===== src/design/rc5hf_pkg.sv =====
package rc5hf_pkg;

    localparam int HALF_BITS     = 28;
    localparam int OUT_W         = 28;
    localparam int TICKS_W       = 16;
    localparam int IDX_W         = $clog2(HALF_BITS + 1);
    localparam int FIDX_W        = $clog2(HALF_BITS);
    localparam int PAIRS         = HALF_BITS / 2;
    localparam int PAD_W         = (HALF_BITS > OUT_W) ? HALF_BITS : OUT_W;
    localparam int FIRST_SAMPLE  = 2;

    localparam logic [TICKS_W-1:0] HALF_BIT_TICKS_RST = TICKS_W'(889);

    typedef logic [HALF_BITS-1:0] t_frame;
    typedef logic [OUT_W-1:0]     t_half_bits;

    typedef struct packed {
        logic       valid;
        t_half_bits half_bits;
    } t_result;

    function automatic logic frame_ok(input t_frame f);
        logic ok;
        ok = 1'b1;
        for (int p = 0; p < PAIRS; p++) begin
            ok = ok & (f[2*p] ^ f[2*p+1]);
        end
        return ok;
    endfunction

    function automatic t_half_bits frame_out(input t_frame f);
        logic [PAD_W-1:0] padded;
        padded = PAD_W'(f);
        return padded[OUT_W-1:0];
    endfunction

endpackage


===== src/design/rc5hf_pin_if.sv =====
interface rc5hf_pin_if;
    logic valid;
    logic ready;
    logic pin_level;

    modport source (output valid, output pin_level, input ready);
    modport sink   (input valid, input pin_level, output ready);
endinterface


===== src/design/rc5hf_frame_if.sv =====
interface rc5hf_frame_if;
    import rc5hf_pkg::*;

    logic       valid;
    logic       ready;
    t_half_bits half_bits;

    modport source (output valid, output half_bits, input ready);
    modport sink   (input valid, input half_bits, output ready);
endinterface


===== src/design/rc5hf_cfg_if.sv =====
interface rc5hf_cfg_if;
    import rc5hf_pkg::*;

    logic               valid;
    logic               ready;
    logic [TICKS_W-1:0] half_bit_ticks;

    modport source (output valid, output half_bit_ticks, input ready);
    modport sink   (input valid, input half_bit_ticks, output ready);
endinterface


===== src/design/rc5hf_capture.sv =====
module rc5hf_capture (
    input  logic                            i_clk,
    input  logic                            i_rst_n,
    input  logic                            i_accept,
    input  logic                            i_pin_level,
    input  logic [rc5hf_pkg::TICKS_W-1:0]   i_half_bit_ticks,
    output rc5hf_pkg::t_result              o_result
);
    import rc5hf_pkg::*;

    logic               r_capturing, n_capturing;
    logic [TICKS_W-1:0] r_tick_count, n_tick_count;
    logic [IDX_W-1:0]   r_half_index, n_half_index;
    t_frame             r_frame_bits, n_frame_bits;

    logic [TICKS_W-1:0] period;
    logic [TICKS_W-1:0] tick_inc;
    logic [IDX_W-1:0]   idx_inc;
    t_frame             sampled;

    assign period   = (i_half_bit_ticks == '0) ? TICKS_W'(1) : i_half_bit_ticks;
    assign tick_inc = r_tick_count + TICKS_W'(1);
    assign idx_inc  = r_half_index + IDX_W'(1);

    always_comb begin
        sampled = r_frame_bits;
        sampled[r_half_index[FIDX_W-1:0]] = r_frame_bits[r_half_index[FIDX_W-1:0]] | i_pin_level;
    end

    always_comb begin
        n_capturing        = r_capturing;
        n_tick_count       = r_tick_count;
        n_half_index       = r_half_index;
        n_frame_bits       = r_frame_bits;
        o_result.valid     = 1'b0;
        o_result.half_bits = frame_out(sampled);
        if (i_accept) begin
            if (!r_capturing) begin
                if (!i_pin_level) begin
                    n_capturing  = 1'b1;
                    n_frame_bits = HALF_BITS'(1);
                    n_tick_count = '0;
                    n_half_index = IDX_W'(FIRST_SAMPLE);
                end
            end else if (tick_inc < period) begin
                n_tick_count = tick_inc;
            end else begin
                n_tick_count = '0;
                if (idx_inc < IDX_W'(HALF_BITS)) begin
                    n_half_index = idx_inc;
                    n_frame_bits = sampled;
                end else begin
                    n_capturing    = 1'b0;
                    n_half_index   = '0;
                    n_frame_bits   = HALF_BITS'(1);
                    o_result.valid = frame_ok(sampled);
                end
            end
        end
    end

    always_ff @(posedge i_clk) begin
        if (!i_rst_n) begin
            r_capturing  <= 1'b0;
            r_tick_count <= '0;
            r_half_index <= '0;
            r_frame_bits <= HALF_BITS'(1);
        end else begin
            r_capturing  <= n_capturing;
            r_tick_count <= n_tick_count;
            r_half_index <= n_half_index;
            r_frame_bits <= n_frame_bits;
        end
    end

    a_result_on_last: assert property (@(posedge i_clk) disable iff (!i_rst_n)
        o_result.valid |-> (r_capturing && r_half_index == IDX_W'(HALF_BITS - 1)))
        else $error("result outside last half-bit sample");

    a_index_range: assert property (@(posedge i_clk) disable iff (!i_rst_n)
        r_capturing |-> (r_half_index >= IDX_W'(FIRST_SAMPLE)
                         && r_half_index < IDX_W'(HALF_BITS)))
        else $error("half-bit index out of range while capturing");

    a_idle_clean: assert property (@(posedge i_clk) disable iff (!i_rst_n)
        !r_capturing |-> (r_half_index == '0 && r_frame_bits == HALF_BITS'(1)))
        else $error("idle state not clean");

endmodule


===== src/design/rc5_halfbit_frame_capture_core.sv =====
// A frame whose half-bit pairs all differ is registered on the pin transaction of its last half-bit.
// Throughput: one pin transaction per cycle while pin ready is high; the timing counter moves only on transactions.
// Two result slots (output register and skid); pin ready drops only while both are full.
// Reset: synchronous, active low; returns to idle, clears results, half_bit_ticks to 889.
module rc5_halfbit_frame_capture_core (
    input  logic            i_clk,
    input  logic            i_rst_n,
    rc5hf_pin_if.sink       i_pin,
    rc5hf_cfg_if.sink       i_cfg,
    rc5hf_frame_if.source   o_frame
);
    import rc5hf_pkg::*;

    logic [TICKS_W-1:0] r_half_bit_ticks;
    logic               r_out_valid;
    t_half_bits         r_out_data;
    logic               r_skid_valid;
    t_half_bits         r_skid_data;

    t_result            result;
    logic               accept;
    logic               pop;

    assign i_cfg.ready     = 1'b1;
    assign i_pin.ready     = !r_skid_valid;
    assign accept          = i_pin.valid && i_pin.ready;
    assign pop             = r_out_valid && o_frame.ready;
    assign o_frame.valid   = r_out_valid;
    assign o_frame.half_bits = r_out_data;

    rc5hf_capture u_capture (
        .i_clk            (i_clk),
        .i_rst_n          (i_rst_n),
        .i_accept         (accept),
        .i_pin_level      (i_pin.pin_level),
        .i_half_bit_ticks (r_half_bit_ticks),
        .o_result         (result)
    );

    always_ff @(posedge i_clk) begin
        if (!i_rst_n) begin
            r_half_bit_ticks <= HALF_BIT_TICKS_RST;
        end else if (i_cfg.valid) begin
            r_half_bit_ticks <= i_cfg.half_bit_ticks;
        end
    end

    always_ff @(posedge i_clk) begin
        if (!i_rst_n) begin
            r_out_valid  <= 1'b0;
            r_skid_valid <= 1'b0;
        end else if (r_skid_valid && pop) begin
            r_out_valid  <= 1'b1;
            r_skid_valid <= 1'b0;
        end else if (result.valid) begin
            if (!r_out_valid || pop) begin
                r_out_valid <= 1'b1;
            end else begin
                r_skid_valid <= 1'b1;
            end
        end else if (pop) begin
            r_out_valid <= 1'b0;
        end
    end

    always_ff @(posedge i_clk) begin
        if (r_skid_valid && pop) begin
            r_out_data <= r_skid_data;
        end else if (result.valid) begin
            if (!r_out_valid || pop) begin
                r_out_data <= result.half_bits;
            end else begin
                r_skid_data <= result.half_bits;
            end
        end
    end

    a_skid_behind_out: assert property (@(posedge i_clk) disable iff (!i_rst_n)
        r_skid_valid |-> r_out_valid)
        else $error("skid slot full with output register empty");

    a_no_overflow: assert property (@(posedge i_clk) disable iff (!i_rst_n)
        !(result.valid && r_skid_valid))
        else $error("result produced with both slots full");

    a_skid_drains: assert property (@(posedge i_clk) disable iff (!i_rst_n)
        (r_skid_valid && pop) |=> (r_out_valid && !r_skid_valid))
        else $error("skid slot did not move to output register");

endmodule

===== src/flat_wrapper.sv =====
// flat-port wrapper written by rule: the top's interface ports become plain ports
module rc5_halfbit_frame_capture_core_flat import rc5hf_pkg::*;
  (i_clk, i_rst_n, i_pin_valid, i_pin_pin_level, i_pin_ready, i_cfg_valid, i_cfg_half_bit_ticks, i_cfg_ready, o_frame_valid, o_frame_half_bits, o_frame_ready);
  rc5hf_pin_if i_pin_i ();
  rc5hf_cfg_if i_cfg_i ();
  rc5hf_frame_if o_frame_i ();
  input  logic i_clk;
  input  logic i_rst_n;
  input wire logic [$bits(i_pin_i.valid)-1:0] i_pin_valid;
  input wire logic [$bits(i_pin_i.pin_level)-1:0] i_pin_pin_level;
  output wire logic [$bits(i_pin_i.ready)-1:0] i_pin_ready;
  input wire logic [$bits(i_cfg_i.valid)-1:0] i_cfg_valid;
  input wire logic [$bits(i_cfg_i.half_bit_ticks)-1:0] i_cfg_half_bit_ticks;
  output wire logic [$bits(i_cfg_i.ready)-1:0] i_cfg_ready;
  output wire logic [$bits(o_frame_i.valid)-1:0] o_frame_valid;
  output wire logic [$bits(o_frame_i.half_bits)-1:0] o_frame_half_bits;
  input wire logic [$bits(o_frame_i.ready)-1:0] o_frame_ready;
  assign i_pin_i.valid = i_pin_valid;
  assign i_pin_i.pin_level = i_pin_pin_level;
  assign i_pin_ready = i_pin_i.ready;
  assign i_cfg_i.valid = i_cfg_valid;
  assign i_cfg_i.half_bit_ticks = i_cfg_half_bit_ticks;
  assign i_cfg_ready = i_cfg_i.ready;
  assign o_frame_valid = o_frame_i.valid;
  assign o_frame_half_bits = o_frame_i.half_bits;
  assign o_frame_i.ready = o_frame_ready;
  rc5_halfbit_frame_capture_core u_core (.i_clk(i_clk), .i_rst_n(i_rst_n), .i_pin(i_pin_i), .i_cfg(i_cfg_i), .o_frame(o_frame_i));
endmodule

===== config.mk =====
export PLATFORM = sky130hd
export DESIGN_NAME = rc5_halfbit_frame_capture_core_flat
export DESIGN_NICKNAME = d
export VERILOG_FILES = /design/src/design/rc5hf_pkg.sv /design/src/design/rc5hf_pin_if.sv /design/src/design/rc5hf_frame_if.sv /design/src/design/rc5hf_cfg_if.sv /design/src/design/rc5hf_capture.sv /design/src/design/rc5_halfbit_frame_capture_core.sv /design/src/flat_wrapper.sv
export SDC_FILE = /design/constraint.sdc
export NUM_CORES = 1
export LEC_CHECK = 0
export ABC_CLOCK_PERIOD_IN_PS = 6750
export BUFFER_PORTS_ARGS = -buffer_cell sky130_fd_sc_hd__buf_2
export CELL_PAD_IN_SITES_DETAIL_PLACEMENT = 1
export CELL_PAD_IN_SITES_GLOBAL_PLACEMENT = 1
export CORE_UTILIZATION = 25
export CTS_BUF_LIST = sky130_fd_sc_hd__clkbuf_4
export CTS_CLUSTER_DIAMETER = 150
export DETAILED_ROUTE_END_ITERATION = 7
export GPL_TIMING_DRIVEN = 0
export PLACE_DENSITY = 0.53
export SYNTH_ARGS = -nofsm -noshare
export SYNTH_HDL_FRONTEND = slang
export SYNTH_SLANG_ARGS = --single-unit

===== constraint.sdc =====
create_clock -name i_clk -period 6.75 [get_ports i_clk]
set_clock_uncertainty 0.1 [all_clocks]
set_input_delay 0.3375 -clock i_clk [delete_from_list [all_inputs] [get_ports i_clk]]
set_output_delay 0.3375 -clock i_clk [all_outputs]
set_load 0.03 [all_outputs]

==> impl_metrics.yaml, run 1 <==
run:
  maxCapViolCount: 0
clock_network:
  worstSkewPairLatency_ns: 0.59
  cts_buffer_depth: 2
  cts-root-buf: "clkbuf_4"
  cts.reportedPaths.clkPinSlew_ns: 0.13
  cts_made_buffers: 17
  htreeDepth: 4
  cts_tree: "built"
  cts.sinks: 124
synthesis:
  synthCells: 834
  synthTopCellsByArea: "edfxtp_1 (23%), dfxtp_1 (19%), nand2_1 (7.2%)"
  syn-num-nets: 876
  ys.flop_type: "dfxtp_1"
  yosysWarnings: 0
  ys_seq_elements: 124
  netlist_area_mm2: 0.00720
  synth-async-reset-ratio_pct: 0
  yosys-top-cells-count: "nand2_1 (138), a21oi_1 (86), dfxtp_1 (68)"
  synth.top_cell.area_share_pct: 23.4
  synth-edff-count: 56
  synth_cell_types: 75
  ys_seq_area_share_pct: 42.3
  yosysTopAreaCell: "edfxtp_1"
  synth.avg_cell_area_um2: 8.63
  synth_most_common_cell: "nand2_1"
floorplan:
  die_area_mm2: 0.0295
  rows: 61
  coreArea_mm2: 0.0281
  ios: 53
  die_w_um: 172
  start_util_pct: 25.6
  die_h_um: 172
finish:
  area_growth_pct: 17.8
  fin_nets: 966
  drive_gt1_share_pct: 12.9
  design_area_mm2: 0.00848
worst_setup_path:
  max_stage_delay_ns: 0.68
  path_class: "register to register"
  crit_end: "u_core.o_frame.half_bits[6]$_DFFE_PP_"
  setup.worst_path.start: "u_core.u_capture.r_tick_count[0]$_SDFFE_PN0P_"
  required_ns: 6.93
  reg2reg_depth: 15
  crit_arrival_ns: 6.28
  cp-start-kind: "register"
  slowest_stage: "nor4_1"
  cp-end-kind: "register"
  reg2reg_from: "u_core.u_capture.r_tick_count[0]$_SDFFE_PN0P_"
  path_cells: "nand3_1, nor4_1, and3_1, and3_1, nand3_1, xnor2_1, ha_1, nand4_1, nor2_1, o2111ai_1, a311oi_1, o221ai_1, or4_4, o31ai_4, buf_8"
  cp_max_fo: 18
  rrSetupSlack_ns: 0.65
  r2r-end: "u_core.o_frame.half_bits[6]$_DFFE_PP_"
status:
  status: "finished clean"
timing:
  finalCritPeriodShare_pct: 90.4
  rsz0062_at_grt: "no"
  drv_slew: 0
  layout_min_cycle_time_ns: 6.10
  fmax_mhz: 164
  slew_headroom_pct: 40.6
  tightest_slew_ns: 0.888
  setup_viol: 0
  hold_viol_final: 0
  setup_ws_ns: 0.649
detailed_routing:
  ant_nets: 0
  dr.pass1.iters: 5
  drc: 0
  vias_per_cell: 4.99
  wl_per_cell_um: 18.8
  dr.first_iter.drc_count: 315
  routed_wl_um: 24800
  vias: 6570
placed_design:
  gp_congestion: 0.936
  dp_slack_ns: 0.599
  numPortBuffers: 50
  placed_cell_area_mm2: 0.00796
  hpwl_um: 18200
grt:
  grt_pass1_wl_um: 38700
  grt_max_degree: 29
  track_usage_pct: 17.6
  overflow: 0
  grt_pass1_vias: 6675
  antenna_found_initial: 2
power:
  seq_power_share_pct: 50.9
  p_sw_share_pct: 29.5
  internal-power_mw: 1.10
  power_frac_clock_pct: 39.1
  peakVddDrop_mv: 0.0647
  p_switching_mw: 0.459
  cellPowerDensity_mw_per_mm2: 184
  combPwrFrac_pct: 9.9
  p_leak_nw: 3.24
worst_hold_path:
  hold_path_class: "input port to register"
## how the worst min path moves through the flow
stage,startpoint,to,cells past startpoint
finish,i_cfg_valid,u_core.r_half_bit_ticks[2]$_SDFFE_PN0P_,3
global route,i_cfg_valid,u_core.r_half_bit_ticks[2]$_SDFFE_PN0P_,3
CTS,i_cfg_valid,u_core.r_half_bit_ticks[2]$_SDFFE_PN0P_,3
detailed placement,u_core.u_capture.r_tick_count[15]$_SDFFE_PN0P_,u_core.u_capture.r_tick_count[15]$_SDFFE_PN0P_,2
global placement,u_core.u_capture.r_tick_count[15]$_SDFFE_PN0P_,u_core.u_capture.r_tick_count[15]$_SDFFE_PN0P_,2
floorplan,u_core.u_capture.r_tick_count[15]$_SDFFE_PN0P_,u_core.u_capture.r_tick_count[15]$_SDFFE_PN0P_,2
## sequential cells by signal (all words and copies together) (netlist names)
register / count
u_core.r_half_bit_ticks: 16
u_core.r_skid_data: 28
u_core.r_skid_valid: 1
u_core.o_frame.half_bits: 28
u_core.u_capture.r_capturing: 1
u_core.u_capture.r_half_index: 5
u_core.u_capture.r_frame_bits: 28
u_core.u_capture.r_tick_count: 16
u_core.o_frame.valid: 1
## power groups by stage
| stage | Clock [mW] | Combinational [mW] | Sequential (mW) |
|---|---|---|---|
| floorplan | 0 | 0.0915 | 0.807 |
| global placement | 0 | 0.146 | 0.809 |
| detailed placement | 0 | 0.147 | 0.810 |
| CTS | 0.631 | 0.156 | 0.793 |
| global route | 0.658 | 0.170 | 0.794 |
| finish | 0.609 | 0.155 | 0.793 |
## metrics by stage
stage	utilization, %	std cells	hold slack [ns]	total power [mW]	TNS [ns]
final	30.2	1317	0.0495	1.56	0
after global routing	30.2	1317	0.0275	1.62	0
after CTS	30.2	1315	0.0146	1.58	0
after detailed placement	28.3	1263	0.369	0.956	0
after global placement	28.2	1262	0.355	0.955	-58.44
after floorplan	-	834	0.344	0.898	0
## final cells by class
cell class,count,area (um2)
fillers,3394,19600
multi-input cells,619,3770
flip-flops and latches,124,3040
well taps,378,473
repair buffers,71,465
plain buffers,54,264
clock inverters,15,188
inverters,37,139
clock buffers,17,128
diodes,2,5.00
## routing by layer
layer | GRT usage [%] | share of wire [%] | vias to the layer above | routed length (um)
met5 | 0 | 0.052 | - | 13
li1 | - | - | 3197 | -
met3 | 3.50 | 3.5 | 34 | 881
met1 | 21.9 | 46 | 3221 | 11500
met4 | 6.41 | 2.3 | 2 | 561
met2 | 30.1 | 48 | 116 | 11800
## placed cells by master, fill, tap and decap left out, drive strengths merged, types with 14 or more instances in the layout
cell type	instances
a21oi	86
xnor2	14
dlygate4sd3	20
a31oi	16
edfxtp	56
buf	67
clkbuf	55
dfxtp	68
ha	20
nand3	29
o21ai	52
nor3	18
nand2	139
mux2i	20
inv	43
nor2	56
## cells by family after synthesis
| family | share of synthesized area, % |
|---|---|
| AOI/OAI and AO/OA | 20.1 |
| muxes | 4.35 |
| other | 0.0521 |
| xor gates and xnor gates | 3.16 |
| and+or+nand+nor | 21.0 |
| DFF | 42.3 |
| adders and majority gates | 3.48 |
| buffers and inverters | 5.60 |
## critical path, delay by kind of cell, from the launching register on
family,cells,cell delay (ns)
compound gates,4,1.82
xor+xnor,1,0.18
fa+ha+maj,1,0.32
buf+inv,1,0.27
flops,1,0.44
simple gates,8,2.65
## repair_timing
| item | CTS | global route |
|---|---|---|
| hold buffers | 20 | 0 |
| gates resized for setup | 0 | 0 |
| hold endpoints to repair | 18 | 0 |
| buffers inserted | 0 | 0 |
No activity file was read; power rests on OpenSTA's default activity.
==> run 2: changes to the inputs <==
- CTS_CLUSTER_DIAMETER: 150 -> 40
- PLACE_DENSITY: 0.53 -> 0.52
- SYNTH_HIERARCHICAL: unset -> 1
==> run 2 against run 1 <==
  * Clock-buffer cell count did not move
  * Power fell by 5.0%
  * Largest power group unchanged
  * Non-clock buffer count fell by 14
  * Cell area fell by 6.3%
  * First-iteration DRC count fell by 26%
  * Die area fell by 5.7%
  * Critical path type unchanged
  * Clock power fell by 7.9%
  * Global-route usage fell by 3.0 points
==> impl_metrics.yaml, run 2 <==
status:
  status: "finished clean"
synthesis:
  syn-num-nets: 701
  netlist_area_mm2: 0.00679
  ys.flop_type: "dfxtp_1"
  yosys-top-cells-count: "nand3_1 (75), nand2_1 (69), dfxtp_1 (68)"
  synthTopCellsByArea: "edfxtp_1 (25%), dfxtp_1 (20%), nand3_1 (5.5%)"
  ys_seq_elements: 124
  synth_cell_types: 67
  synth-async-reset-ratio_pct: 0
  yosysWarnings: 6
  synth_most_common_cell: "nand3_1"
  yosysTopAreaCell: "edfxtp_1"
  synth.top_cell.area_share_pct: 24.8
  synth.avg_cell_area_um2: 10.3
  synthCells: 659
  synth-edff-count: 56
  ys_seq_area_share_pct: 44.8
power:
  cellPowerDensity_mw_per_mm2: 186
  peakVddDrop_mv: 0.0891
  total_power_mw: 1.48
  p_leak_nw: 3.25
detailed_routing:
  wl_per_cell_um: 17.8
  routed_wl_um: 19400
  drc: 0
  ant_nets: 0
  vias_per_cell: 4.85
  dr.first_iter.drc_count: 233
  dr.pass1.iters: 4
  vias: 5301
clock_network:
  htreeDepth: 4
  cts_buffer_depth: 2
  postCtsSetupBuffers: 0
  cts.reportedPaths.clkPinSlew_ns: 0.13
  cts-root-buf: "clkbuf_4"
  worstSkewPairLatency_ns: 0.57
  cts_made_buffers: 17
  cts_tree: "built"
  cts.sinks: 124
timing:
  slew_headroom_pct: 36.7
  finalCritPeriodShare_pct: 72.8
  drv_slew: 0
  hold_viol_final: 0
  setup_tns_ns: 0
  setup_viol: 0
  tightest_slew_ns: 0.947
  fmax_mhz: 203
  layout_min_cycle_time_ns: 4.92
  rsz0062_at_grt: "no"
grt:
  overflow: 0
  track_usage_pct: 14.6
  use_met1_pct: 17.3
  antenna_found_initial: 0
  grt_max_degree: 29
  grt_pass1_vias: 5810
  grt_pass1_wl_um: 31700
  grt.busiest_layer: "met2"
  gr-usage-met3_pct: 2.71
  grt_use_met2_pct: 26.3
worst_hold_path:
  hold_end: "u_core/r_half_bit_ticks[1]$_SDFFE_PN0P_"
  hp-start: "i_rst_n"
  holdPathStages: 2
  hold_path_class: "input port to register"
floorplan:
  coreArea_mm2: 0.0264
  ios: 53
  die_h_um: 167
  die_w_um: 167
  die_area_mm2: 0.0278
  rows: 59
  start_util_pct: 25.7
worst_setup_path:
  crit_arrival_ns: 5.05
  required_ns: 6.88
  path_class: "register to register"
  reg2reg_from: "u_core/u_capture/r_tick_count[2]$_SDFFE_PN0P_"
  cp-end-kind: "register"
  rrSetupSlack_ns: 1.83
  r2r-end: "u_core/r_skid_data[27]$_DFFE_PP_"
  cp-start-kind: "register"
  reg2reg_depth: 16
  cp_max_fo: 28
placed_design:
  hpwl_um: 14300
  numPortBuffers: 50
  gp_congestion: 0.858
finish:
  layout_commonest_cell: "nand3_1"
  drive_gt1_share_pct: 20.7
  area_growth_pct: 17.1
  n_antenna_cell: 0
  n_fill_cell: 3020
  fin_nets: 788
  final_cell_mix: "nand3_1 (75), nand2_1 (69), dfxtp_1 (68), edfxtp_1 (56), buf_2 (53)"
run:
  maxCapViolCount: 0
run 2: changes by cell type after synthesis, sizes merged, moves of 17 or more:
cell / change
o21ai: -37
a21oi: -58
nand3: +47
mux2: +38
mux2i: +17
nor2: -36
nand2: -70
run 2: through the flow:
| stage | worst slack (ns) | hold slack [ns] | cell area [um2] | std cells | utilization [%] |
|---|---|---|---|---|---|
| 2_1_floorplan | 1.83 | 0.336 | 6790 | 659 | - |
| 3_3_place_gp | 0.490 | 0.355 | 7450 | 1044 | 28.3 |
| 3_5_place_dp | 1.48 | 0.366 | 7490 | 1045 | 28.4 |
| 4_1_cts | 1.45 | 0.0329 | 7950 | 1094 | 30.1 |
| 5_1_grt | 1.44 | 0.0457 | 7950 | 1094 | 30.2 |
| 6_report | 1.83 | 0.0798 | 7950 | 1094 | 30.2 |
run 2: per-layer routing:
layer / share of wire (%) / vias to the layer above
li1: - / 2563
met1: 44 / 2625
met2: 51 / 88
met3: 2.7 / 25
met4: 1.9 / 0
met5: 0 / -
run 2: logic make-up after synthesis:
logic type | synth area share, %
AOI/OAI and AO/OA | 9.90
other | 0.0553
muxes | 14.9
xor gates and xnor gates | 3.49
buffers and inverters | 6.16
adders and majority gates | 3.69
DFF | 44.8
and+or+nand+nor | 16.9
run 2: worst max path at each step:
| stage | startpoint | to | slack (ns) | depth (start not counted) |
|---|---|---|---|---|
| 2_1_floorplan | u_core/u_capture/r_tick_count[2]$_SDFFE_PN0P_ | u_core/o_frame.half_bits[0]$_DFFE_PP_ | 1.83 | 17 |
| 3_3_place_gp | u_core/u_capture/r_tick_count[2]$_SDFFE_PN0P_ | u_core/o_frame.half_bits[27]$_DFFE_PP_ | 0.49 | 16 |
| 3_5_place_dp | u_core/u_capture/r_tick_count[2]$_SDFFE_PN0P_ | u_core/r_skid_data[27]$_DFFE_PP_ | 1.48 | 16 |
| 4_1_cts | u_core/u_capture/r_tick_count[2]$_SDFFE_PN0P_ | u_core/r_skid_data[25]$_DFFE_PP_ | 1.45 | 16 |
| 5_1_grt | u_core/u_capture/r_tick_count[2]$_SDFFE_PN0P_ | u_core/r_skid_data[25]$_DFFE_PP_ | 1.44 | 16 |
| 6_report | u_core/u_capture/r_tick_count[2]$_SDFFE_PN0P_ | u_core/r_skid_data[27]$_DFFE_PP_ | 1.83 | 16 |
run 2: power breakdown:
group	internal, mW	switching (mW)	leakage (nW)
combinational	0.0461	0.0792	2.03
sequential	0.785	0.00629	1.07
clock	0.225	0.336	0.153
total	1.06	0.422	3.25
run 2: repair_timing:
action,4_1_cts,5_1_grt
gates resized for setup,0,0
hold buffers,17,0
hold endpoints to repair,17,0
run 2: worst max-delay path: stages (launching register included):
cell and delay, ns:
dfxtp_1 0.45, nand3_1 0.20, nor2_1 0.30, and3_1 0.20
clkbuf_1 0.27, nand3_1 0.14, xnor2_1 0.24, ha_1 0.29
a21o_1 0.17, a21o_1 0.18, a21o_1 0.17, a21o_1 0.18
a211o_1 0.31, a221oi_1 0.50, or3_1 0.18, and4b_1 0.24
and3_2 0.45
run 2: layout make-up:
type	count	area [um2]	area share (%)
plain buffers	43	279	3.51
repair buffers	68	440	5.54
clock buffers	17	128	1.61
flip-flops and latches	124	3040	38.3
multi-input cells	455	3340	42.0
inverters	37	139	1.75
well taps	335	419	5.27
clock inverters	15	161	2.03
==> run 3: changes to the inputs <==
- ABC_CLOCK_PERIOD_IN_PS: 6750 -> 4900
- PLACE_DENSITY: 0.52 -> 0.5
- clock period: 6.75 -> 4.9 ns (I/O delays scaled with it)
==> run 3 against run 2 <==
  * Utilization up 0.52 points
  * Worst hold slack better by 0.0027 ns
  * Cell area up 1.7%
  * First-iteration DRC count down 24%
  * Final cell count up 1.2%
  * Power up 33%
  * Wire length down 0.20%
  * Sequential power up 38%
  * Clock-buffer cell count up 1
  * Sequential share of layout area down 0.63 points
  * Global-route usage down 0.16 points
  * Largest cell class unchanged
==> impl_metrics.yaml, run 3 (synthesized netlist as in run 2, its figures left out) <==
status:
  status: "finished clean"
placed_design:
  numPortBuffers: 50
  gp_congestion: 0.851
  hpwl_um: 14300
  dp_slack_ns: -0.356
worst_hold_path:
  hold_path_class: "input port to register"
  hold_end: "u_core/u_capture/r_capturing$_SDFFE_PN0P_"
  holdPathStages: 4
  hp-start: "i_pin_valid"
grt:
  grt_pass1_vias: 5738
  grt_pass1_wl_um: 31300
  overflow: 0
  track_usage_pct: 14.5
  grt_max_degree: 29
  antenna_found_initial: 0
timing:
  timing.hold.ws_ns: 0.0825
  slew_headroom_pct: 35.0
  layout_min_cycle_time_ns: 4.55
  finalCritPeriodShare_pct: 92.8
  setup_ws_ns: 0.353
  hold_viol_final: 0
  drv_slew: 0
  tightest_slew_ns: 0.972
  fmax_mhz: 220
  setup_viol: 0
power:
  cellPowerDensity_mw_per_mm2: 243
  combPwrFrac_pct: 9.4
  peakVddDrop_mv: 0.131
  internal-power_mw: 1.41
  p_leak_nw: 3.31
  seq_power_share_pct: 55.6
  p_sw_share_pct: 27.9
  p_switching_mw: 0.548
  power_frac_clock_pct: 35.0
worst_setup_path:
  reg2reg_depth: 16
  reg2reg_from: "u_core/u_capture/r_tick_count[0]$_SDFFE_PN0P_"
  path_class: "register to register"
  rrSetupSlack_ns: 0.35
  r2r-end: "u_core/u_capture/r_tick_count[2]$_SDFFE_PN0P_"
  cp-start-kind: "register"
  required_ns: 5.22
  cp-end-kind: "register"
  cp_max_fo: 10
  crit_arrival_ns: 4.86
finish:
  fin_nets: 801
  drive_gt1_share_pct: 21.1
  layout_commonest_cell: "nand3_1"
  n_fill_cell: 3024
  final_cell_mix: "nand3_1 (74), nand2_1 (69), dfxtp_1 (67), edfxtp_1 (56), buf_2 (53)"
  n_antenna_cell: 0
  area_growth_pct: 19.1
detailed_routing:
  drc: 0
  ant_nets: 0
  dr.pass1.iters: 4
  wl_per_cell_um: 17.5
  dr.first_iter.drc_count: 176
  vias: 5270
  vias_per_cell: 4.76
  routed_wl_um: 19400
floorplan:
  coreArea_mm2: 0.0264
  die_h_um: 167
  die_w_um: 167
  rows: 59
  ios: 53
  die_area_mm2: 0.0278
  start_util_pct: 25.7
clock_network:
  cts_buffer_depth: 2
  postCtsSetupBuffers: 0
  cts.reportedPaths.clkPinSlew_ns: 0.13
  cts_made_buffers: 17
  cts_tree: "built"
  cts.sinks: 124
  htreeDepth: 4
  worstSkewPairLatency_ns: 0.52
  cts-root-buf: "clkbuf_4"
run:
  maxCapViolCount: 0
-- run 3: cell types whose count changed in the layout (fill, tap and decap cells not counted), sizes merged --
cell         before  now
dlygate4sd3      17   31
bufinv            2    1
clkinv            7    8
clkinvlp          2    1
-- run 3: how the worst max path moves through the flow --
stage          slack [ns]                                       endpoint  cells after the start                                          start
6_report             0.35  u_core/u_capture/r_tick_count[2]$_SDFFE_PN0P_                     16  u_core/u_capture/r_tick_count[0]$_SDFFE_PN0P_
5_1_grt            -0.002         u_core/o_frame.half_bits[27]$_DFFE_PP_                     17  u_core/u_capture/r_tick_count[0]$_SDFFE_PN0P_
4_1_cts             0.004               u_core/r_skid_data[18]$_DFFE_PP_                     16  u_core/u_capture/r_tick_count[2]$_SDFFE_PN0P_
3_5_place_dp        -0.36               u_core/r_skid_data[27]$_DFFE_PP_                     16  u_core/u_capture/r_tick_count[2]$_SDFFE_PN0P_
3_3_place_gp        -0.39         u_core/o_frame.half_bits[27]$_DFFE_PP_                     16  u_core/u_capture/r_tick_count[2]$_SDFFE_PN0P_
2_1_floorplan        0.60          u_core/o_frame.half_bits[0]$_DFFE_PP_                     17  u_core/u_capture/r_tick_count[2]$_SDFFE_PN0P_
-- run 3: power groups by stage --
stage	registers (mW)	logic, mW	clock network [mW]
floorplan	1.11	0.108	0
global placement	1.11	0.159	0
detailed placement	1.11	0.163	0
CTS	1.09	0.185	0.734
global route	1.09	0.201	0.768
finish	1.09	0.184	0.687
-- run 3: worst max-delay path, stage by stage (launching register included) --
cell	delay [ns]
dfxtp_1	0.39
ha_1	0.24
and3_1	0.27
and3_1	0.29
nand3_2	0.16
nor2_1	0.17
xor2_1	0.23
ha_1	0.29
a21o_1	0.18
a21o_1	0.18
a21o_1	0.18
a211o_1	0.34
a221o_1	0.41
nor2_1	0.19
clkbuf_1	0.42
nand3b_1	0.16
a31oi_1	0.27
-- run 3: layout make-up --
class	count	area, um2	share of cell area, %
Buffer	42	275	3.41
Timing Repair Buffer	82	581	7.18
Inverter	37	139	1.72
Multi-Input combinational cell	455	3370	41.7
Tap cell	335	419	5.19
Sequential cell	124	3040	37.7
Clock buffer	18	135	1.67
Clock inverter	14	123	1.52
-- run 3: stage by stage --
step           setup TNS, ns  util (%)  area, um2  cells  total power [mW]
6_report                   0      30.7       8080   1107              1.96
5_1_grt             -0.00391      30.7       8080   1107              2.06
4_1_cts                    0      30.6       8060   1108              2.01
3_5_place_dp           -9.79      28.4       7490   1045              1.28
3_3_place_gp          -17.62      28.3       7460   1044              1.27
2_1_floorplan              0         -       6790    659              1.22
-- run 3: timing repair --
item / in CTS / in global routing
endpoints found under the hold margin: 17 / 0
gates resized for setup: 2 / 6
cloned: 0 / 0
endpoints found under the setup margin: 57 / 103
hold buffers: 31 / 0
-- run 3: metal layers --
metal	vias up	track usage, %	routed length, um
met1	2610	17.0	8680
met2	68	27.1	10200
li1	2585	-	-
met4	0	3.26	97
met5	-	0	0
met3	7	2.47	435
